--- config.mk ---
export PLATFORM = sky130hd
export DESIGN_NAME = i2cseq_ctx_mem
export DESIGN_NICKNAME = d
export VERILOG_FILES = /design/src/hdl/i2cseq_pkg.sv /design/src/hdl/i2cseq_ctx_mem.sv
export SDC_FILE = /design/constraint.sdc
export NUM_CORES = 1
export LEC_CHECK = 0
export ABC_AREA = 1
export CAP_MARGIN = 10
export CORE_MARGIN = 2
export CORE_UTILIZATION = 41
export CTS_CLUSTER_SIZE = 25
export DETAILED_ROUTE_END_ITERATION = 7
export DONT_BUFFER_PORTS = 1
export RECOVER_POWER = 25
export SYNTH_ARGS = -nofsm -noshare
export SYNTH_HDL_FRONTEND = slang
export SYNTH_SLANG_ARGS = --single-unit
--- constraint.sdc ---
create_clock -name i_clk -period 1.5 [get_ports i_clk]
set_input_delay 0.075 -clock i_clk [delete_from_list [all_inputs] [get_ports i_clk]]
set_output_delay 0.075 -clock i_clk [all_outputs]
set_load 0.02 [all_outputs]
--- src/hdl/i2cseq_pkg.sv ---
package i2cseq_pkg;

    // Default sizing of the block.
    localparam int PORTS_DEF     = 4;
    localparam int BUF_DEPTH_DEF = 256;

    // Item operations.
    localparam logic [2:0] OP_LOAD     = 3'd0;
    localparam logic [2:0] OP_START_WR = 3'd1;
    localparam logic [2:0] OP_START_RD = 3'd2;
    localparam logic [2:0] OP_EVENT    = 3'd3;
    localparam logic [2:0] OP_ABORT    = 3'd4;

    // Answers to a start.
    localparam logic [1:0] RC_OK      = 2'd0;
    localparam logic [1:0] RC_BAD_LEN = 2'd1;
    localparam logic [1:0] RC_NOT_EN  = 2'd2;
    localparam logic [1:0] RC_BUSY    = 2'd3;

    // Bus commands handed to the controller.
    localparam logic [3:0] CMD_NONE      = 4'd0;
    localparam logic [3:0] CMD_TX_SINGLE = 4'd1;
    localparam logic [3:0] CMD_TX_START  = 4'd2;
    localparam logic [3:0] CMD_TX_CONT   = 4'd3;
    localparam logic [3:0] CMD_TX_FINISH = 4'd4;
    localparam logic [3:0] CMD_RX_SINGLE = 4'd5;
    localparam logic [3:0] CMD_RX_START  = 4'd6;
    localparam logic [3:0] CMD_RX_CONT   = 4'd7;
    localparam logic [3:0] CMD_RX_FINISH = 4'd8;

    // Transfer state of one port.
    typedef enum logic [2:0] {
        XS_IDLE = 3'd0,
        XS_TX   = 3'd1,
        XS_RX   = 3'd2,
        XS_DONE = 3'd3,
        XS_ERR  = 3'd4
    } t_xstate;

    // Input word.
    typedef struct packed {
        logic [2:0] op;
        logic [1:0] port;
        logic [6:0] slave_address;
        logic [7:0] length;
        logic       stop_wanted;
        logic [7:0] byte_index;
        logic [7:0] byte_value;
        logic [2:0] ctrl_error;
        logic [7:0] rx_byte;
    } t_in_word;

    // Output word.
    typedef struct packed {
        logic [1:0] result_code;
        logic [3:0] command;
        logic [7:0] tx_data;
        logic [6:0] addr_out;
        logic       addr_read;
        logic       addr_load;
        logic       rx_valid;
        logic [7:0] rx_index;
        logic [7:0] rx_data;
        logic [2:0] xfer_state;
        logic       done_pulse;
        logic [2:0] error_bits;
    } t_out_word;

    // One entry of the per-port context memory.
    typedef struct packed {
        t_xstate    state;
        logic [7:0] position;
        logic [7:0] length;
        logic       stop;
        logic [2:0] saved_error;
    } t_ctx;

    // Write strobes from the step logic to the memories.
    typedef struct packed {
        logic ctx_we;
        logic buf_we;
    } t_step_ctl;

endpackage

--- src/hdl/i2cseq_ctx_mem.sv ---
module i2cseq_ctx_mem #(
    parameter int PORTS   = 4,
    parameter int PIDX_W  = 2
) (
    input  logic                  i_clk,
    input  logic                  i_rst_n,
    input  logic                  i_rd_en,
    input  logic [PIDX_W-1:0]     i_rd_addr,
    output i2cseq_pkg::t_ctx      o_rd_data,
    input  logic                  i_wr_en,
    input  logic [PIDX_W-1:0]     i_wr_addr,
    input  i2cseq_pkg::t_ctx      i_wr_data
);
    import i2cseq_pkg::*;

    t_ctx             r_mem [PORTS];
    logic [PORTS-1:0] r_valid;
    t_ctx             r_rd_data;
    logic             r_rd_valid;

    // Valid bits: an entry never written reads as the reset context.
    always_ff @(posedge i_clk) begin
        if (!i_rst_n) begin
            r_valid    <= '0;
            r_rd_valid <= 1'b0;
        end else begin
            if (i_wr_en && (32'(i_wr_addr) < PORTS)) begin
                r_valid[i_wr_addr] <= 1'b1;
            end
            if (i_rd_en) begin
                r_rd_valid <= (32'(i_rd_addr) < PORTS) && r_valid[i_rd_addr];
            end
        end
    end

    // Storage array with a registered read port.
    always_ff @(posedge i_clk) begin
        if (i_wr_en && (32'(i_wr_addr) < PORTS)) begin
            r_mem[i_wr_addr] <= i_wr_data;
        end
        if (i_rd_en && (32'(i_rd_addr) < PORTS)) begin
            r_rd_data <= r_mem[i_rd_addr];
        end
    end

    assign o_rd_data = r_rd_valid ? r_rd_data : '0;

endmodule

==> results of run 1 <==
==> path summary, 6_finish.rpt <==
| kind | startpoint | endpoint | slack (ps) | cells after the start |
|---|---|---|---|---|
| setup reg to reg | r_rd_valid | r_rd_valid | 130 | 4 |
| hold / removal | i_rd_addr[1] | r_rd_data[21] | 10 | 2 |
| hold reg to reg | r_valid[2] | r_valid[2] | 470 | 1 |
| setup / recovery | i_rd_addr[1] | r_rd_data[12] | 100 | 3 |
==> power by group <==
part           switching, mW  internal, mW  leakage, nW
Clock                   1.34          2.39        0.262
Sequential            0.0550          3.88         1.11
Combinational          0.316         0.195        0.801
==> layer usage <==
metal,GRT usage,up-vias
met5,0,-
met4,0.07154,0
met3,0.04914,20
met2,0.2759,50
met1,0.1769,1301
li1,-,1258
==> kinds of logic after synthesis <==
kind of cell / Yosys count / share of synthesized area
DFF: 120 / 0.7411
and+or+nand+nor: 84 / 0.09864
AOI/OAI and AO/OA: 73 / 0.1093
buffers and inverters: 48 / 0.05089
==> synthesized netlist by cell type <==
master | count | share of area
o21a_1 | 2 | 0.0031
nor2_4 | 20 | 0.047
buf_4 | 3 | 0.0047
buf_2 | 10 | 0.010
o21ai_0 | 41 | 0.043
dfxtp_1 | 5 | 0.021
o22ai_1 | 3 | 0.0039
nor2_1 | 30 | 0.023
edfxtp_1 | 115 | 0.72
inv_2 | 2 | 0.0016
buf_6 | 1 | 0.0023
buf_12 | 2 | 0.0084
o21ai_1 | 6 | 0.0063
a21oi_1 | 1 | 0.0010
nand2_1 | 28 | 0.022
inv_1 | 30 | 0.023
nand3_1 | 6 | 0.0063
o22ai_2 | 20 | 0.052
==> metrics by stage <==
step	setup slack [ps]	power [mW]
3_3_place_gp	557.2	4.378
3_5_place_dp	512.8	4.390
5_1_grt	23.68	8.459
6_report	101.2	8.177
4_1_cts	40.69	8.221
2_1_floorplan	449.8	4.324
==> state kept, by name, summed over array words and instances (netlist names) <==
signal / cells
r_rd_data: 23
r_rd_valid: 1
r_mem: 92
r_valid: 4
==> worst max-delay path, delay by kind of cell <==
family                 cells  cell delay [ps]
buffers and inverters      1             1110
AO/OA/AOI/OAI              2              470
==> area by class of cell <==
type | count | area (sq um)
clock buffer | 19 | 432.9
clock inverter | 12 | 110.1
fill | 981 | 5575
inverter | 32 | 120.1
multi-input combinational | 157 | 997.2
sequential | 120 | 3553
tap | 143 | 178.9
timing repair buffer | 44 | 450.4
==> repair_timing <==
| item | in CTS | in global routing |
|---|---|---|
| hold endpoints to repair | 143 | 1 |
| buffers inserted | 0 | 0 |
| hold buffers | 34 | 1 |
| gates resized for setup | 0 | 1 |
| endpoints found under the setup margin | 0 | 1 |
==> metrics.md, run 1 <==
| Metric | Value |
|---|---|
| Antenna Violating Nets Remaining | 0 |
| Die area | 0.01258 sq mm |
| Vias per inst | 4.989 |
| I/O Pins | 54 |
| Largest net degree at the start of global routing | 29 |
| Leakage power | 2.176 nW |
| CP Class | in -> reg |
| Post-synthesis cell area | 0.004795 sq mm |
| Sequential share of the synthesized area | 0.7411 |
| Crit-path cells | dlygate4sd3_1 -> o21ai_0 -> o22ai_2 |
| Via count | 2629 |
| Initial DRC Count | 142 |
| Post-route DRC | 0 |
| DP Area | 0.004955 sq mm |
| Met3 WL | 347 um |
| Hold Crit Class | in -> reg |
| Htree depth | 4 |
| Slowest stage delay, CP | 1110 ps |
| Antenna diodes | 0 |
| CTS clock-pin slew for the worst setup and hold paths | 50 ps |
| Row count | 39 |
| Grt ovf | 0 |
| Design area | 0.005843 sq mm |
| Net count, final | 403 |
| Netlist cell types | 18 |
| Clk_lat worst skew | 410 ps |
| Area grow syn2layout | 21.87% |
| Post-DP HPWL | 4878 um |
| Max Cap Viol | 0 |
| Die H | 112.1 um |
| Initial Utilization | 0.4199 |
| Hold Slack | 11.20 ps |
| Core ar. | 0.01142 sq mm |
| Startpoint types | input pin |
| Commonest non-fill, non-tap cell in the layout | edfxtp_1 |
| Share of cells above drive strength 1 | 0.2005 |
| Slew @ Worst Pin | 1009 ps |
| Post-Route Utilization | 0.5117 |
| PortBufs | 0 |
| Ys Warns | 0 |
| Worst VDD drop | 0.0007204 V |
| Unrepaired setup endpoints after global routing | false |
| Status | finished, final reports clean |
| Critical-path cell with the highest stage delay | dlygate4sd3_1 |
| Finished Layout Cells | 527 |
| Metal-1 WL | 3819 um |
| Drt first pass iters | 4 |
| Flops & latches, synth | 120 |
| Vias in the first global route | 2736 |
| CTS Sinks | 120 |
| Worst rel slew slack | 0.3276 |
| Clk buf depth | 2 |
| CTS tree | yes |
| DIE WIDTH | 112.1 um |
| Max Clock Skew | 4.546 ps |
| Count of final hold-check violations | 0 |
| Critical Path AT | 1650 ps |
| Routed wl met2 | 4907 um |
| Crit path capture type | register |
| Most frequent cells in the layout | 115 x edfxtp_1, 41 x o21ai_0, 33 x dlygate4sd3_1 |
| PwrDens | 1399 mW/mm^2 |
| CTS Buf Count | 17 |
| Tcrit/Tclk final | 0.9325 |
| CP required | 1750 ps |
| First-pass GRT wire length | 14630 um |
| Slew Limit Fails | 0 |
| # setup viols final | 0 |
| Final Wtd Congestion | 0.6964 |
| Cells after synthesis | 325 |
| Cells after DPL | 461 |
| Highest clock rate | 714.9 MHz |
| Per-instance average area after synthesis | 14.75 sq um |
| CP max FO | 18 |
| WL final | 9271 um |
| Tot GR Track Use | 0.1577 |
| WL/cell | 17.59 um |
| Root buffer cell | clkbuf_16 |
| Synthesized net count | 356 |
| Top Metal Used | met4 |
| Fin crit period | 1399 ps |
| Total negative slack | 0 ps |
| Antenna violations before repair | 0 |
Power figures use the tool's default switching activity.
==> run 2, diff against run 1 <==
--- a/config.mk
+++ b/config.mk
@@ -8,10 +8,11 @@
 export ABC_AREA = 1
 export CAP_MARGIN = 10
 export CORE_MARGIN = 2
-export CORE_UTILIZATION = 41
+export CORE_UTILIZATION = 50
 export CTS_CLUSTER_SIZE = 25
 export DETAILED_ROUTE_END_ITERATION = 7
 export DONT_BUFFER_PORTS = 1
+export MAX_ROUTING_LAYER = met4
 export RECOVER_POWER = 25
 export SYNTH_ARGS = -nofsm -noshare
 export SYNTH_HDL_FRONTEND = slang
==> run 2 against run 1 <==
  * First-iteration DRC count fell by 36%
  * Sequential power barely moved
  * Clock power rose by 3%
  * Via count fell by 1.3%
  * Global-route usage rose by 3.4 points
  * Largest power group unchanged
  * Die area fell by 17%
==> metrics.md, run 2 (same netlist as run 1, synthesis figures left out) <==
| Metric | Value |
|---|---|
| Status | finished, final reports clean |
| Tot GR Track Use | 0.1914 (+0.03371) |
| Clock share of power | 0.465 (+0.009) |
| Worst VDD drop | 0.0009443 V (+31%) |
| Hold Crit Class | in -> reg |
| Placement Setup Slack | 516.0 ps (+3.158 ps) |
| I/O Pins | 54 (unchanged) |
| Grt ovf | 0 (unchanged) |
| WL/cell | 17.09 um (-2.9%) |
| Critical R2R Launch | r_mem[1][21] |
| Fin crit period | 1442 ps (+43.19 ps) |
| Highest clock rate | 693.5 MHz (-3.0%) |
| CP required | 1750 ps (about the same) |
| Via count | 2595 (-1.3%) |
| Antenna Violating Nets Remaining | 0 (unchanged) |
| Area grow syn2layout | 21.24% |
| Startpoint types | register |
| PwrDens | 1430 mW/mm^2 (+2.2%) |
| Post-DP HPWL | 4512 um (-7.5%) |
| CTS tree | yes |
| Most frequent cells in the layout | 115 x edfxtp_1, 40 x o21ai_0, 30 x nor2_1, 30 x inv_1 |
| Metal-1 WL | 3803 um (-0.42%) |
| Largest regs | r_mem (92), r_rd_data (23), r_valid (4) |
| Antenna diodes | 0 (unchanged) |
| Top Metal Used | met4 |
| Vias in the first global route | 2640 (-3.5%) |
| Net count, final | 397 (-1.5%) |
| Tcrit/Tclk final | 0.9613 (+0.02880) |
| Reg-to-reg endpoint | r_rd_data[21] |
| Slew @ Worst Pin | 877.5 ps (-131.0 ps) |
| Initial Utilization | 0.5164 (+0.09654) |
| Int Pwr | 6.565 mW (+1.5%) |
| # setup viols final | 0 (unchanged) |
| Hold Slack | 26.62 ps (+15.42 ps) |
| Combinational share of power | 0.062 (about the same) |
| First-pass GRT wire length | 13790 um (-5.8%) |
| CTS Sinks | 120 (unchanged) |
| CP Class | reg -> reg |
| Htree depth | 4 (unchanged) |
| Beginning of the worst hold path | i_rd_addr[0] |
| Row count | 35 (-10%) |
| Unrepaired setup endpoints after global routing | false |
| Final Wtd Congestion | 0.7042 (+1.1%) |
| Initial DRC Count | 91 (-36%) |
| Share of cells above drive strength 1 | 0.2111 (+0.01056) |
| Max Cap Viol | 0 (unchanged) |
| Largest net degree at the start of global routing | 47 (+62%) |
| Drt first pass iters | 4 (unchanged) |
| Most flop-heavy register | r_mem |
| Core ar. | 0.009284 sq mm (-19%) |
| Seq pwr share | 0.473 (-0.009) |
| Commonest non-fill, non-tap cell in the layout | edfxtp_1 |
| Root buffer cell | clkbuf_8 |
| Count of final hold-check violations | 0 (unchanged) |
| Critical Path AT | 1690 ps (+40 ps) |
| R2R setup slack | 60 ps (-70 ps) |
| Die area | 0.01039 sq mm (-17%) |
| Max Clock Skew | 11.05 ps (+6.504 ps) |
| CTS clock-pin slew for the worst setup and hold paths | 60 ps (about the same) |
| Die H | 101.9 um (-9.1%) |
| Vias per inst | 5.108 (+2.4%) |
| Clk_lat worst skew | 510 ps (+100 ps) |
| WHS Endpoint | r_rd_data[19] |
| DIE WIDTH | 101.9 um (-9.1%) |
| CTS Buf Count | 17 (unchanged) |
| PortBufs | 0 (unchanged) |
| Slew Limit Fails | 0 (unchanged) |
| Routed wl met2 | 4342 um (-12%) |
| Post-route DRC | 0 (unchanged) |
| Worst rel slew slack | 0.4131 (+0.08542) |
| Switching part of the total power | 0.2101 (+0.001078) |
| Setup ws final | 58.02 ps (-43.19 ps) |
| Leakage power | 2.154 nW (-1.0%) |
| CP max FO | 1 (-17) |
| Antenna violations before repair | 0 (unchanged) |
| Met3 WL | 451 um (+30%) |
| Crit path capture type | register |
| Largest register FFs | 92 (unchanged) |
| Clk buf depth | 2 (unchanged) |
| WL final | 8682 um (-6.4%) |
| R2R cell count | 3 (-1) |
| Worst hold stages | 3 (+1) |
| P_sw | 1.747 mW (+2.2%) |
| Total negative slack | 0 ps (unchanged) |
| Total power | 8.312 mW (+1.7%) |
run 2: how the worst max path moves through the flow:
stage	start	endpoint	slack [ps]	depth (start not counted)
global placement	i_wr_addr[1]	r_mem[1][20]	550	4
detailed placement	i_wr_addr[1]	r_mem[1][20]	520	4
floorplan	i_wr_addr[1]	r_mem[0][0]	450	3
finish	r_mem[1][21]	r_rd_data[21]	60	3
global route	r_mem[1][21]	r_rd_data[21]	20	3
CTS	r_mem[2][21]	r_rd_data[21]	50	3
run 2: metrics by stage:
| stage | cell area (sq um) | cells | utilization |
|---|---|---|---|
| 2_1_floorplan | 4795 | 325 | - |
| 3_3_place_gp | 4917 | 446 | 0.5297 |
| 3_5_place_dp | 4917 | 446 | 0.5297 |
| 4_1_cts | 5812 | 508 | 0.6260 |
| 5_1_grt | 5813 | 508 | 0.6261 |
| 6_report | 5813 | 508 | 0.6261 |
run 2: final cells by class:
class                   count  area [sq um]
multi-input cells         157         997.2
fillers                   714          3471
repair buffers             38         406.6
clock buffers              17         414.1
well taps                 129         161.4
flip-flops and latches    120          3553
inverters                  32         120.1
clock inverters            15         160.2
run 2: critical path, stage by stage (launching register included):
cell and delay, ps:
edfxtp_1 340, o21ai_0 200, o22ai_2 80, dlygate4sd3_1 560
run 2: power groups by stage:
stage	logic [mW]	registers [mW]	clock network, mW
finish	0.512	3.94	3.86
global route	0.567	3.95	4.10
CTS	0.519	3.94	3.92
detailed placement	0.377	4.00	0
global placement	0.370	4.00	0
floorplan	0.331	3.99	0
run 2: metal layers:
layer | global-route usage | vias up
li1 | - | 1253
met1 | 0.2378 | 1268
met2 | 0.2971 | 68
met3 | 0.07114 | 6
met4 | 0.05538 | 0
met5 | - | -
run 2: repair_timing:
| item | CTS | global route |
|---|---|---|
| endpoints found under the hold margin | 143 | 0 |
| gates resized for setup | 0 | 2 |
| hold buffers | 30 | 0 |
| endpoints found under the setup margin | 0 | 7 |
| buffers inserted | 0 | 0 |
