<file path="src/hdl/i2cseq_pkg.sv">
package i2cseq_pkg;

    // Default sizing of the block.
    localparam int PORTS_DEF     = 4;
    localparam int BUF_DEPTH_DEF = 256;

    // Item operations.
    localparam logic [2:0] OP_LOAD     = 3'd0;
    localparam logic [2:0] OP_START_WR = 3'd1;
    localparam logic [2:0] OP_START_RD = 3'd2;
    localparam logic [2:0] OP_EVENT    = 3'd3;
    localparam logic [2:0] OP_ABORT    = 3'd4;

    // Answers to a start.
    localparam logic [1:0] RC_OK      = 2'd0;
    localparam logic [1:0] RC_BAD_LEN = 2'd1;
    localparam logic [1:0] RC_NOT_EN  = 2'd2;
    localparam logic [1:0] RC_BUSY    = 2'd3;

    // Bus commands handed to the controller.
    localparam logic [3:0] CMD_NONE      = 4'd0;
    localparam logic [3:0] CMD_TX_SINGLE = 4'd1;
    localparam logic [3:0] CMD_TX_START  = 4'd2;
    localparam logic [3:0] CMD_TX_CONT   = 4'd3;
    localparam logic [3:0] CMD_TX_FINISH = 4'd4;
    localparam logic [3:0] CMD_RX_SINGLE = 4'd5;
    localparam logic [3:0] CMD_RX_START  = 4'd6;
    localparam logic [3:0] CMD_RX_CONT   = 4'd7;
    localparam logic [3:0] CMD_RX_FINISH = 4'd8;

    // Transfer state of one port.
    typedef enum logic [2:0] {
        XS_IDLE = 3'd0,
        XS_TX   = 3'd1,
        XS_RX   = 3'd2,
        XS_DONE = 3'd3,
        XS_ERR  = 3'd4
    } t_xstate;

    // Input word.
    typedef struct packed {
        logic [2:0] op;
        logic [1:0] port;
        logic [6:0] slave_address;
        logic [7:0] length;
        logic       stop_wanted;
        logic [7:0] byte_index;
        logic [7:0] byte_value;
        logic [2:0] ctrl_error;
        logic [7:0] rx_byte;
    } t_in_word;

    // Output word.
    typedef struct packed {
        logic [1:0] result_code;
        logic [3:0] command;
        logic [7:0] tx_data;
        logic [6:0] addr_out;
        logic       addr_read;
        logic       addr_load;
        logic       rx_valid;
        logic [7:0] rx_index;
        logic [7:0] rx_data;
        logic [2:0] xfer_state;
        logic       done_pulse;
        logic [2:0] error_bits;
    } t_out_word;

    // One entry of the per-port context memory.
    typedef struct packed {
        t_xstate    state;
        logic [7:0] position;
        logic [7:0] length;
        logic       stop;
        logic [2:0] saved_error;
    } t_ctx;

    // Write strobes from the step logic to the memories.
    typedef struct packed {
        logic ctx_we;
        logic buf_we;
    } t_step_ctl;

endpackage

</file>
<file path="src/hdl/i2cseq_step.sv">
module i2cseq_step #(
    parameter int BUF_DEPTH = 256
) (
    input  i2cseq_pkg::t_in_word  i_item,
    input  i2cseq_pkg::t_ctx      i_ctx,
    input  logic                  i_port_ok,
    input  logic                  i_port_en,
    input  logic [7:0]            i_tx_byte,
    output i2cseq_pkg::t_out_word o_res,
    output i2cseq_pkg::t_ctx      o_ctx,
    output i2cseq_pkg::t_step_ctl o_ctl
);
    import i2cseq_pkg::*;

    logic w_active;
    logic w_adv;
    t_ctx w_ctx;

    assign w_active = (i_ctx.state == XS_TX) || (i_ctx.state == XS_RX);

    always_comb begin
        o_res = '0;
        o_ctl = '0;
        w_ctx = i_ctx;
        w_adv = 1'b0;

        // Dispatch on the operation; start checks run in order.
        if ((i_item.op == OP_START_WR) || (i_item.op == OP_START_RD)) begin
            if (!i_port_ok || !i_port_en) begin
                o_res.result_code = RC_NOT_EN;
            end else if ((i_item.length == 8'd0) ||
                         (9'(i_item.length) > 9'(BUF_DEPTH))) begin
                o_res.result_code = RC_BAD_LEN;
            end else if (w_active) begin
                o_res.result_code = RC_BUSY;
            end else begin
                w_ctx.state       = (i_item.op == OP_START_WR) ? XS_TX : XS_RX;
                w_ctx.position    = 8'd0;
                w_ctx.length      = i_item.length;
                w_ctx.stop        = i_item.stop_wanted;
                w_ctx.saved_error = 3'd0;
                o_res.addr_out    = i_item.slave_address;
                o_res.addr_read   = (i_item.op == OP_START_RD);
                o_res.addr_load   = 1'b1;
                o_ctl.ctx_we      = 1'b1;
                w_adv             = 1'b1;
            end
        end else if (i_port_ok) begin
            if (i_item.op == OP_LOAD) begin
                o_ctl.buf_we = (9'(i_item.byte_index) < 9'(BUF_DEPTH));
            end else if ((i_item.op == OP_EVENT) && w_active) begin
                o_ctl.ctx_we = 1'b1;
                w_adv        = 1'b1;
            end else if ((i_item.op == OP_ABORT) && w_active) begin
                w_ctx.state      = XS_ERR;
                o_res.done_pulse = 1'b1;
                o_ctl.ctx_we     = 1'b1;
            end
        end

        // Advance the active transfer by one controller event.
        if (w_adv) begin
            if (i_item.ctrl_error != 3'd0) begin
                w_ctx.saved_error = i_item.ctrl_error;
                w_ctx.state       = XS_ERR;
                o_res.done_pulse  = 1'b1;
            end else if (w_ctx.state == XS_TX) begin
                if (w_ctx.position >= w_ctx.length) begin
                    w_ctx.state      = XS_DONE;
                    o_res.done_pulse = 1'b1;
                end else begin
                    o_res.tx_data = i_tx_byte;
                    if (w_ctx.length == 8'd1) begin
                        o_res.command = w_ctx.stop ? CMD_TX_SINGLE : CMD_TX_START;
                    end else if (w_ctx.position == 8'd0) begin
                        o_res.command = CMD_TX_START;
                    end else if (w_ctx.position == w_ctx.length - 8'd1) begin
                        o_res.command = w_ctx.stop ? CMD_TX_FINISH : CMD_TX_CONT;
                    end else begin
                        o_res.command = CMD_TX_CONT;
                    end
                    w_ctx.position = w_ctx.position + 8'd1;
                end
            end else begin
                // Receive: hand out the byte that the last command fetched.
                if ((w_ctx.position != 8'd0) && (w_ctx.position <= w_ctx.length)) begin
                    o_res.rx_valid = 1'b1;
                    o_res.rx_index = w_ctx.position - 8'd1;
                    o_res.rx_data  = i_item.rx_byte;
                end
                if (w_ctx.position >= w_ctx.length) begin
                    w_ctx.state      = XS_DONE;
                    o_res.done_pulse = 1'b1;
                end else begin
                    if (w_ctx.length == 8'd1) begin
                        o_res.command = CMD_RX_SINGLE;
                    end else if (w_ctx.position == 8'd0) begin
                        o_res.command = CMD_RX_START;
                    end else if (w_ctx.position == w_ctx.length - 8'd1) begin
                        o_res.command = CMD_RX_FINISH;
                    end else begin
                        o_res.command = CMD_RX_CONT;
                    end
                    w_ctx.position = w_ctx.position + 8'd1;
                end
            end
        end

        // Report the port as it stands after the step.
        if (i_port_ok) begin
            o_res.xfer_state = w_ctx.state;
            o_res.error_bits = w_ctx.saved_error;
        end
    end

    assign o_ctx = w_ctx;

endmodule

</file>
<file path="config.mk">
export PLATFORM = sky130hd
export DESIGN_NAME = i2cseq_step
export DESIGN_NICKNAME = d
export VERILOG_FILES = /design/src/hdl/i2cseq_pkg.sv /design/src/hdl/i2cseq_step.sv
export SDC_FILE = /design/constraint.sdc
export NUM_CORES = 1
export LEC_CHECK = 0
export BUFFER_PORTS_ARGS = -buffer_cell sky130_fd_sc_hd__buf_2
export CAP_MARGIN = 20
export CORE_ASPECT_RATIO = 1.75
export CORE_MARGIN = 2
export CORE_UTILIZATION = 37
export DETAILED_ROUTE_END_ITERATION = 6
export PLACE_DENSITY_LB_ADDON = 0.12
export SYNTH_ARGS = -nofsm -noshare
export SYNTH_HDL_FRONTEND = slang
export SYNTH_SLANG_ARGS = --single-unit
</file>
<file path="constraint.sdc">
create_clock -name vclk -period 6.65
set_input_delay 0.9975 -clock vclk [all_inputs]
set_output_delay 0.9975 -clock vclk [all_outputs]
set_load 0.02 [all_outputs]
</file>
==> results of run 1 <==
through the flow:
stage          total power [mW]  cell area [sq um]  hold WS, ps  worst slack [ps]
6_report                  0.155               2550         2310               551
2_1_floorplan            0.0969               1840         2080              21.7
5_1_grt                   0.171               2550         2330               252
3_3_place_gp              0.154               2550         2310               600
3_5_place_dp              0.155               2550         2310               602
4_1_cts                   0.156               2550         2310               583
per-layer routing:
layer,vias up,global-route usage [%],wire length (um)
met1,1147,22.4,2380
li1,1266,-,-
met5,-,0,0
met2,93,45.7,3660
met4,0,3.04,51
met3,4,2.40,414
critical path: cells and delay by family:
| family | cells | cell delay (ps) |
|---|---|---|
| AND/OR/NAND/NOR | 6 | 2310 |
| adder cells (fa/ha/maj) | 1 | 200 |
| multiplexers | 1 | 290 |
| AO/OA/AOI/OAI | 5 | 980 |
| buffers and inverters | 2 | 300 |
Yosys cell counts (3+ instances only):
cell and number:
ha_1 13, nand4_1 6, nor3_1 8, inv_1 20, xor2_1 5, and3_1 16
o31a_1 3, o21ai_0 7, a21oi_1 10, nor2_1 19, or4_1 4, nand3b_1 3
or3_1 6, clkbuf_1 10, nand2_1 22, a32o_1 3, mux2i_1 6, xnor2_1 16
nor4_1 8, and2_1 19, nand3_1 7, o31ai_1 5, o21a_1 4
path summary, 6_finish.rpt:
check / end / cells after the start / slack [ps]
max: o_res[43] / 15 / 550
min: o_res[37] / 3 / 2310
area by class of cell:
type               instances  area, sq um
fillers                  527         2200
inverters                 22         82.6
multi-input cells        238         1680
well taps                 52         65.1
repair buffers           141          721
logic make-up (layout without fill, tap and decap cells):
family	after synthesis	in the layout
simple gates	138	138
buf+inv	36	163
compound gates	58	58
mux	8	8
fa+ha+maj	13	13
xor+xnor	21	21
power by group through the flow:
stage          clock network [mW]  registers, mW  logic, mW
2_1_floorplan                   0              0     0.0969
3_3_place_gp                    0              0      0.154
3_5_place_dp                    0              0      0.155
4_1_cts                         0              0      0.156
5_1_grt                         0              0      0.171
6_report                        0              0      0.155
layout by cell type, fill, tap and decap left out, types with 4 or more instances in the layout:
cell       n
inv_1     20
xnor2_1   16
nor2_1    19
buf_2    135
ha_1      13
nand3_1    7
nand4_1    6
nor3_1     8
or3_1      6
nor4_1     8
and2_1    19
buf_4      6
and3_1    16
or4_1      4
nand2_1   22
xor2_1     5
o21ai_0    7
a21oi_1   10
o21a_1     4
o31ai_1    5
mux2i_1    6
==> out/metrics.cfg, run 1 <==
[status]
status = complete, no violations

[yosys]
netlist_area_sq_um = 1830
yosys.area_share.simple_pct = 43.6
syn_area_per_cell_sq_um = 6.69
synth_top_family_by_area = simple AND/OR/NAND/NOR gates
synth-compound-area-share_pct = 24.6
synth_top_cell_area_share_pct = 8.87
syn_nets = 368
synth_cell_types = 62
synthMuxAreaShare_pct = 4.51
ys_seq_area_share_pct = 0
ys_warn_count = 0
synth.area.top_cells = ha_1 (8.9%), xnor2_1 (7.6%), and2_1 (6.5%), and3_1 (5.5%), nand2_1 (4.5%)
synthCells = 274
synth_fa_ha_area_share_pct = 8.87
synth_xor_area_share_pct = 10.0
synth_largest_area_cell = ha_1

[detailed_routing]
drtIter0Drc = 81
ant_nets = 0
num_vias = 2510
post-route-drc-count = 0
first_pass_iters = 4
routedWlPerCell_um = 14.4
routed_wl_um = 6510
vias_per_cell = 5.54

[grt]
grt_first_pass_wirelength_um = 10300
grt_start_max_net_pins = 29
antenna_found_initial = 0
grtUsageTotal_pct = 21.9
grt.overflow.total = 0
grt_pass1_vias = 2342

[critical_path]
cp_data_arrival_time_ps = 5100
setup.worst_path.start = i_item[34]
crit_slowest_cell = or4_1
required_ps = 5650
crit_top_cell = buf_2
worstPathCellList = buf_2 > or4_1 > nand2b_4 > nand2_4 > mux2i_1 > ha_1 > or3b_2 > o31a_1 > o21ai_0 > o211ai_1 > a2111oi_1 > nand3b_1 > or4b_1 > a21oi_1 > buf_2
max_stage_delay_ps = 550
path_max_fanout = 28
crit_type = input port to primary output
start_kind = input port
endpoint_kind = primary output

[pwr]
p_switching_mw = 0.0922
comb_power_share_pct = 100.0
p_seq_share_pct = 0
p_leak_nw = 1.44
clockPowerShare_pct = 0
p_int_mw = 0.0631
power_density_nw_per_um2 = 60.9
irDropWorstVdd_v = 0.0000379
switching_share_pct = 59.4

[final_layout]
seq_cell_count = 0
fin_util_pct = 53.7
finalNonFillerCells = 453
n_antenna_cell = 0
seq_area_sq_um = 0
clockBufferCount = 0
nNetsFinal = 497
drive_gt1_share_pct = 39.4
area_growth_pct = 39.1

[hold_path]
hp-start = i_tx_byte[4]
hp-class = input port to primary output

[die]
core_region_area_sq_um = 4750
die_area_sq_um = 5560
rows = 33
io-pin-count = 153
die_h_um = 97.1
initial_utilization_pct = 38.6
die_w_um = 57.2

[placed_design]
io_buffers = 135
dp.cells = 453
place.gp.congestion = 0.830
dp_hpwl_um = 5520

[timing]
hold_viol = 0
slew-limit-headroom_pct = 53.6
tns_ps = 0
fin_crit_sh_pct = 91.7
rsz0062_at_grt = false
period_needed_ps = 6100
final_max_slew_viol_count = 0
max_freq_mhz = 164
worst_pin_slew_ps = 690
finalSetupViolCount = 0

[cts]
cts_setup_buffers = 0
cts_resized = 0
postCtsHoldBufs = 0

[job]
drv_cap = 0

No activity file was read; power rests on OpenSTA's default activity.
==> run 2, diff against run 1 <==
--- a/config.mk
+++ b/config.mk
@@ -5,11 +5,11 @@
 export SDC_FILE = /design/constraint.sdc
 export NUM_CORES = 1
 export LEC_CHECK = 0
-export BUFFER_PORTS_ARGS = -buffer_cell sky130_fd_sc_hd__buf_2
-export CAP_MARGIN = 20
+export BUFFER_PORTS_ARGS = -buffer_cell sky130_fd_sc_hd__buf_4
+export CAP_MARGIN = 30
 export CORE_ASPECT_RATIO = 1.75
 export CORE_MARGIN = 2
-export CORE_UTILIZATION = 37
+export CORE_UTILIZATION = 41
 export DETAILED_ROUTE_END_ITERATION = 6
 export PLACE_DENSITY_LB_ADDON = 0.12
 export SYNTH_ARGS = -nofsm -noshare
==> constraint.sdc (replaced) <==
create_clock -name vclk -period 5.8
set_input_delay 0.87 -clock vclk [all_inputs]
set_output_delay 0.87 -clock vclk [all_outputs]
set_load 0.02 [all_outputs]
==> out/metrics.cfg, run 2 (synthesis results as in run 1) <==
[status]
status = complete, no violations

[grt]
grt_pass1_vias = 2476  ; +5.7%
grtUsageTotal_pct = 26.5  ; +4.6 points
grt.overflow.total = 0  ; unchanged
antenna_found_initial = 0  ; unchanged
grt_start_max_net_pins = 19  ; -34%
grt_first_pass_wirelength_um = 10700  ; +3.5%

[placed_design]
place.gp.congestion = 0.862  ; +3.9%
pre_cts_ws_ps = 52.4  ; -550 ps
io_buffers = 135  ; unchanged
dp_hpwl_um = 5790  ; +4.9%

[critical_path]
crit_top_cell = buf_4
crit_slowest_cell = or4b_4
endpoint_kind = primary output
start_kind = input port
path_max_fanout = 18  ; -36%
worstPathCellList = buf_4 > or4_1 > nand2b_4 > nand2_8 > mux2i_2 > ha_1 > or3b_4 > o31a_1 > o21ai_0 > o211ai_1 > a2111oi_1 > nand3b_1 > or4b_4 > a21oi_4 > buf_4
cp-endpoint = o_res[43]
setup.worst_path.start = i_item[34]
max_stage_delay_ps = 570  ; +20 ps
cp_data_arrival_time_ps = 4720  ; -380 ps
required_ps = 4930  ; -720 ps
crit_type = input port to primary output

[detailed_routing]
highest_layer = met4
first_pass_iters = 4  ; unchanged
routedWlPerCell_um = 14.6  ; +1.3%
wl_met1_um = 2300  ; -3.2%
vias_per_cell = 5.64  ; +1.8%
drtIter0Drc = 28  ; -65%
dr_wl_met2_um = 3850  ; +5.0%
routed_wl_um = 6710  ; +3.1%
ant_nets = 0  ; unchanged
num_vias = 2601  ; +3.6%
dr_wl_met3_um = 430  ; +3.9%
post-route-drc-count = 0  ; unchanged

[pwr]
p_int_mw = 0.0986  ; +56%
power_density_nw_per_um2 = 68.7  ; +13%
clockPowerShare_pct = 0  ; unchanged
p_seq_share_pct = 0  ; unchanged
p_leak_nw = 1.56  ; +8.4%
irDropWorstVdd_v = 0.0000572  ; +51%
p_switching_mw = 0.109  ; +19%
switching_share_pct = 52.6  ; -6.8 points
comb_power_share_pct = 100.0  ; about the same

[final_layout]
final_cell_mix = buf_4 (150), nand2_1 (22), inv_1 (20), nor2_1 (19), and2_1 (19)
layout_commonest_cell = buf_4
seq_area_sq_um = 0  ; unchanged
n_antenna_cell = 0  ; unchanged
drive_gt1_share_pct = 42.9  ; +3.5 points
nNetsFinal = 506  ; +1.8%
area_growth_pct = 65.1
clockBufferCount = 0  ; unchanged
seq_cell_count = 0  ; unchanged
fill_cells = 430  ; -18%

[timing]
final_max_slew_viol_count = 0  ; unchanged
hold_viol = 0  ; unchanged
finalSetupViolCount = 0  ; unchanged
fin_crit_sh_pct = 96.4
worst_pin_slew_ps = 694  ; +4.04 ps
setup_ws_ps = 208  ; -343 ps
period_needed_ps = 5590
slew-limit-headroom_pct = 53.4  ; -0.27 points
max_freq_mhz = 179
tns_ps = 0  ; unchanged
rsz0062_at_grt = false

[cts]
postCtsHoldBufs = 0  ; unchanged

[hold_path]
hp-start = i_tx_byte[7]
hp-class = input port to primary output

[die]
die_h_um = 92.5  ; -4.8%
die_w_um = 54.5  ; -4.6%
io-pin-count = 153  ; unchanged
core_region_area_sq_um = 4360  ; -8.1%
initial_utilization_pct = 42.0  ; +3.4 points
rows = 32  ; -3.0%
die_area_sq_um = 5040  ; -9.2%

[job]
drv_cap = 0  ; unchanged

## run 2: stage by stage
step	power (mW)	instances	utilization (%)	hold slack, ps	area, sq um
6_report	0.208	461	69.3	2040	3030
5_1_grt	0.226	461	69.3	2060	3030
4_1_cts	0.207	459	68.5	2050	2990
3_5_place_dp	0.206	459	68.5	2050	2990
3_3_place_gp	0.202	459	68.5	2040	2990
2_1_floorplan	0.114	274	-	1830	1900
## run 2: worst min-delay path by stage
| stage | end | slack, ps | depth (start not counted) |
|---|---|---|---|
| after floorplan | o_ctl[0] | 1830 | 1 |
| final | o_res[40] | 2040 | 3 |
| after global placement | o_res[39] | 2040 | 3 |
| after global routing | o_res[36] | 2060 | 3 |
| after CTS | o_res[40] | 2050 | 3 |
| after detailed placement | o_res[40] | 2050 | 3 |
## run 2: routing by layer
| metal | up-vias | track usage, % |
|---|---|---|
| li1 | 1284 | - |
| met1 | 1197 | 26.6 |
| met2 | 108 | 53.8 |
| met3 | 12 | 1.94 |
| met4 | 0 | 5.63 |
| met5 | - | 0 |
## run 2: final cells by class
cell class	instances	area [sq um]	share of cell area, %
timing repair buffer	150	1130	37.2
tap	51	63.8	2.11
multi-input combinational	238	1750	57.9
inverter	22	82.6	2.73
## run 2: worst max-delay path, delay by kind of cell
kind / cells / cell delay, ps
fa+ha+maj: 1 / 220
buf+inv: 2 / 280
mux: 1 / 240
simple gates: 6 / 2150
compound gates: 5 / 950
## run 2: power groups by stage
| stage | logic, mW | clock network (mW) | registers [mW] |
|---|---|---|---|
| after global placement | 0.202 | 0 | 0 |
| after CTS | 0.207 | 0 | 0 |
| after floorplan | 0.114 | 0 | 0 |
| after global routing | 0.226 | 0 | 0 |
| after detailed placement | 0.206 | 0 | 0 |
| final | 0.208 | 0 | 0 |
## run 2: what timing repair did
action                                  4_1_cts  5_1_grt
endpoints found under the setup margin        0        3
resized for setup                             0        4
buffers inserted                              0        2
==> run 3, diff against run 2 <==
--- a/config.mk
+++ b/config.mk
@@ -5,11 +5,12 @@
 export SDC_FILE = /design/constraint.sdc
 export NUM_CORES = 1
 export LEC_CHECK = 0
+export ABC_AREA = 1
 export BUFFER_PORTS_ARGS = -buffer_cell sky130_fd_sc_hd__buf_4
 export CAP_MARGIN = 30
 export CORE_ASPECT_RATIO = 1.75
 export CORE_MARGIN = 2
-export CORE_UTILIZATION = 41
+export CORE_UTILIZATION = 42
 export DETAILED_ROUTE_END_ITERATION = 6
 export PLACE_DENSITY_LB_ADDON = 0.12
 export SYNTH_ARGS = -nofsm -noshare
==> out/metrics.cfg, run 3 <==
[timing]
max_freq_mhz = 202  ; +13%
worst_pin_slew_ps = 537  ; -156 ps
fin_crit_sh_pct = 85.5  ; -11 points
finalSetupViolCount = 0  ; unchanged
final_max_slew_viol_count = 0  ; unchanged
slew-limit-headroom_pct = 64.0  ; +11 points
hold_viol = 0  ; unchanged
setup_ws_ps = 840  ; +632 ps
holdWs_ps = 2010  ; -37.9 ps
rsz0062_at_grt = false
period_needed_ps = 4960  ; -632 ps
tns_ps = 0  ; unchanged

[die]
rows = 33  ; +3.1%
die_h_um = 94.5  ; +2.2%
die_area_sq_um = 5270  ; +4.4%
io-pin-count = 153  ; unchanged
core_region_area_sq_um = 4580  ; +5.0%
die_w_um = 55.7  ; +2.1%
initial_utilization_pct = 42.9  ; +0.89 points

[final_layout]
clockBufferCount = 0  ; unchanged
fill_cells = 470  ; +9.3%
final_cell_mix = buf_4 (138), nand2_1 (89), inv_1 (68), nor2_1 (56), nand3_1 (28)
n_antenna_cell = 0  ; unchanged
area_growth_pct = 52.3
multi_input_area_sq_um = 1600  ; -9.0%
drive_gt1_share_pct = 37.0  ; -5.9 points
seq_cell_count = 0  ; unchanged
seq_area_sq_um = 0  ; unchanged
layout_commonest_cell = buf_4
finalNonFillerCells = 555  ; +20%
nNetsFinal = 599  ; +18%

[detailed_routing]
routedWlPerCell_um = 11.2  ; -23%
routed_wl_um = 6230  ; -7.2%
post-route-drc-count = 0  ; unchanged
num_vias = 2728  ; +4.9%
first_pass_iters = 4  ; unchanged
drtIter0Drc = 92  ; +230%
ant_nets = 0  ; unchanged
vias_per_cell = 4.92  ; -13%

[grt]
grt_start_max_net_pins = 20  ; +1
grt_pass1_vias = 2477  ; +0.040%
grt.overflow.total = 0  ; unchanged
grtUsageTotal_pct = 22.5  ; -4.0 points
grt_first_pass_wirelength_um = 10200  ; -4.6%
antenna_found_initial = 0  ; unchanged

[critical_path]
start_kind = input port
crit_type = input port to primary output
path_max_fanout = 15  ; -3
required_ps = 4930  ; about the same
cp_data_arrival_time_ps = 4090  ; -630 ps
endpoint_kind = primary output

[yosys]
ys_warn_count = 0  ; unchanged
ys_seq_area_share_pct = 0  ; unchanged
synth_cell_types = 33  ; -47%
netlist_area_sq_um = 1970  ; +7.2%
synthTopCellsByCount = nand2_1 (89), inv_1 (68), nor2_1 (56)
synthCells = 374  ; +36%
syn_area_per_cell_sq_um = 5.26  ; -21%
yosysMostFrequentCell = nand2_1
synth.area.top_cells = nand2_1 (17%), inv_1 (13%), nor2_1 (11%), ha_1 (8.3%), nand3_1 (7.1%)
synth_top_cell_area_share_pct = 17.0  ; +8.1 points
synth_largest_area_cell = nand2_1
syn_nets = 468  ; +27%

[cts]
postCtsHoldBufs = 0  ; unchanged
cts_setup_buffers = 0  ; unchanged
cts_resized = 0  ; unchanged

[hold_path]
min_path_cells = 3  ; unchanged
holdPathEnd = o_ctl[0]
hp-start = i_item[47]
hp-class = input port to primary output

[status]
status = complete, no violations

[placed_design]
dp_hpwl_um = 5350  ; -7.5%
dp.cells = 555  ; +21%
pre_cts_ws_ps = 891  ; +838 ps
place.gp.congestion = 0.929  ; +7.8%
io_buffers = 135  ; unchanged

[job]
drv_cap = 0  ; unchanged

[pwr]
power_density_nw_per_um2 = 70.0  ; +1.8%
p_leak_nw = 1.80  ; +16%
irDropWorstVdd_v = 0.0000503  ; -12%

-- run 3: report_power, final --
| group | leakage (nW) | switching, mW | total, mW | internal, mW |
|---|---|---|---|---|
| Clock | 0 | 0 | 0 | 0 |
| Combinational | 1.80 | 0.121 | 0.209 | 0.0881 |
| Sequential | 0 | 0 | 0 | 0 |
-- run 3: per-stage QoR --
| stage | power [mW] | utilization [%] | area, sq um |
|---|---|---|---|
| 5_1_grt | 0.232 | 65.3 | 2990 |
| 6_report | 0.209 | 65.3 | 2990 |
| 4_1_cts | 0.210 | 65.3 | 2990 |
| 3_3_place_gp | 0.206 | 65.3 | 2990 |
| 3_5_place_dp | 0.209 | 65.3 | 2990 |
| 2_1_floorplan | 0.128 | - | 1970 |
-- run 3: worst max-delay path, stage by stage --
cell	delay, ps
buf_4	90
inv_1	60
nand3_2	100
nand2_4	90
nor2_8	240
nand2_4	190
nand2_1	140
nand2_2	90
ha_1	320
a21oi_1	180
nor2_1	60
a211oi_1	440
nand3_1	240
nor2_4	170
nand4_1	140
nor2_1	200
nand4_1	140
xor2_1	170
buf_4	160
-- run 3: layer usage --
metal | up-vias | wire length (um) | global-route usage [%]
li1 | 1419 | - | -
met1 | 1205 | 2230 | 22.9
met2 | 96 | 3450 | 47.1
met3 | 8 | 410 | 2.74
met4 | 0 | 143 | 5.08
met5 | - | 0 | 0
-- run 3: logic make-up after synthesis --
kind of cell / synth area share (%)
AND/OR/NAND/NOR: 59.5
buffers and inverters: 18.8
AO/OA/AOI/OAI: 7.64
XOR/XNOR: 5.79
adder cells (fa/ha/maj): 8.28
-- run 3: how the worst max path moves through the flow --
stage                          start   endpoint  slack (ps)
final                      i_ctx[21]  o_ctx[19]         840
after global routing       i_ctx[21]  o_ctx[19]         610
after CTS                  i_ctx[21]  o_ctx[19]         890
after detailed placement   i_ctx[21]  o_ctx[19]         890
after global placement     i_ctx[21]  o_ctx[19]         980
after floorplan           i_item[47]  o_res[12]        1530
-- run 3: layout make-up --
type / instances / area share [%]
Inverter: 79 / 9.91
Multi-Input combinational cell: 286 / 53.3
Tap cell: 52 / 2.17
Timing Repair Buffer: 138 / 34.6
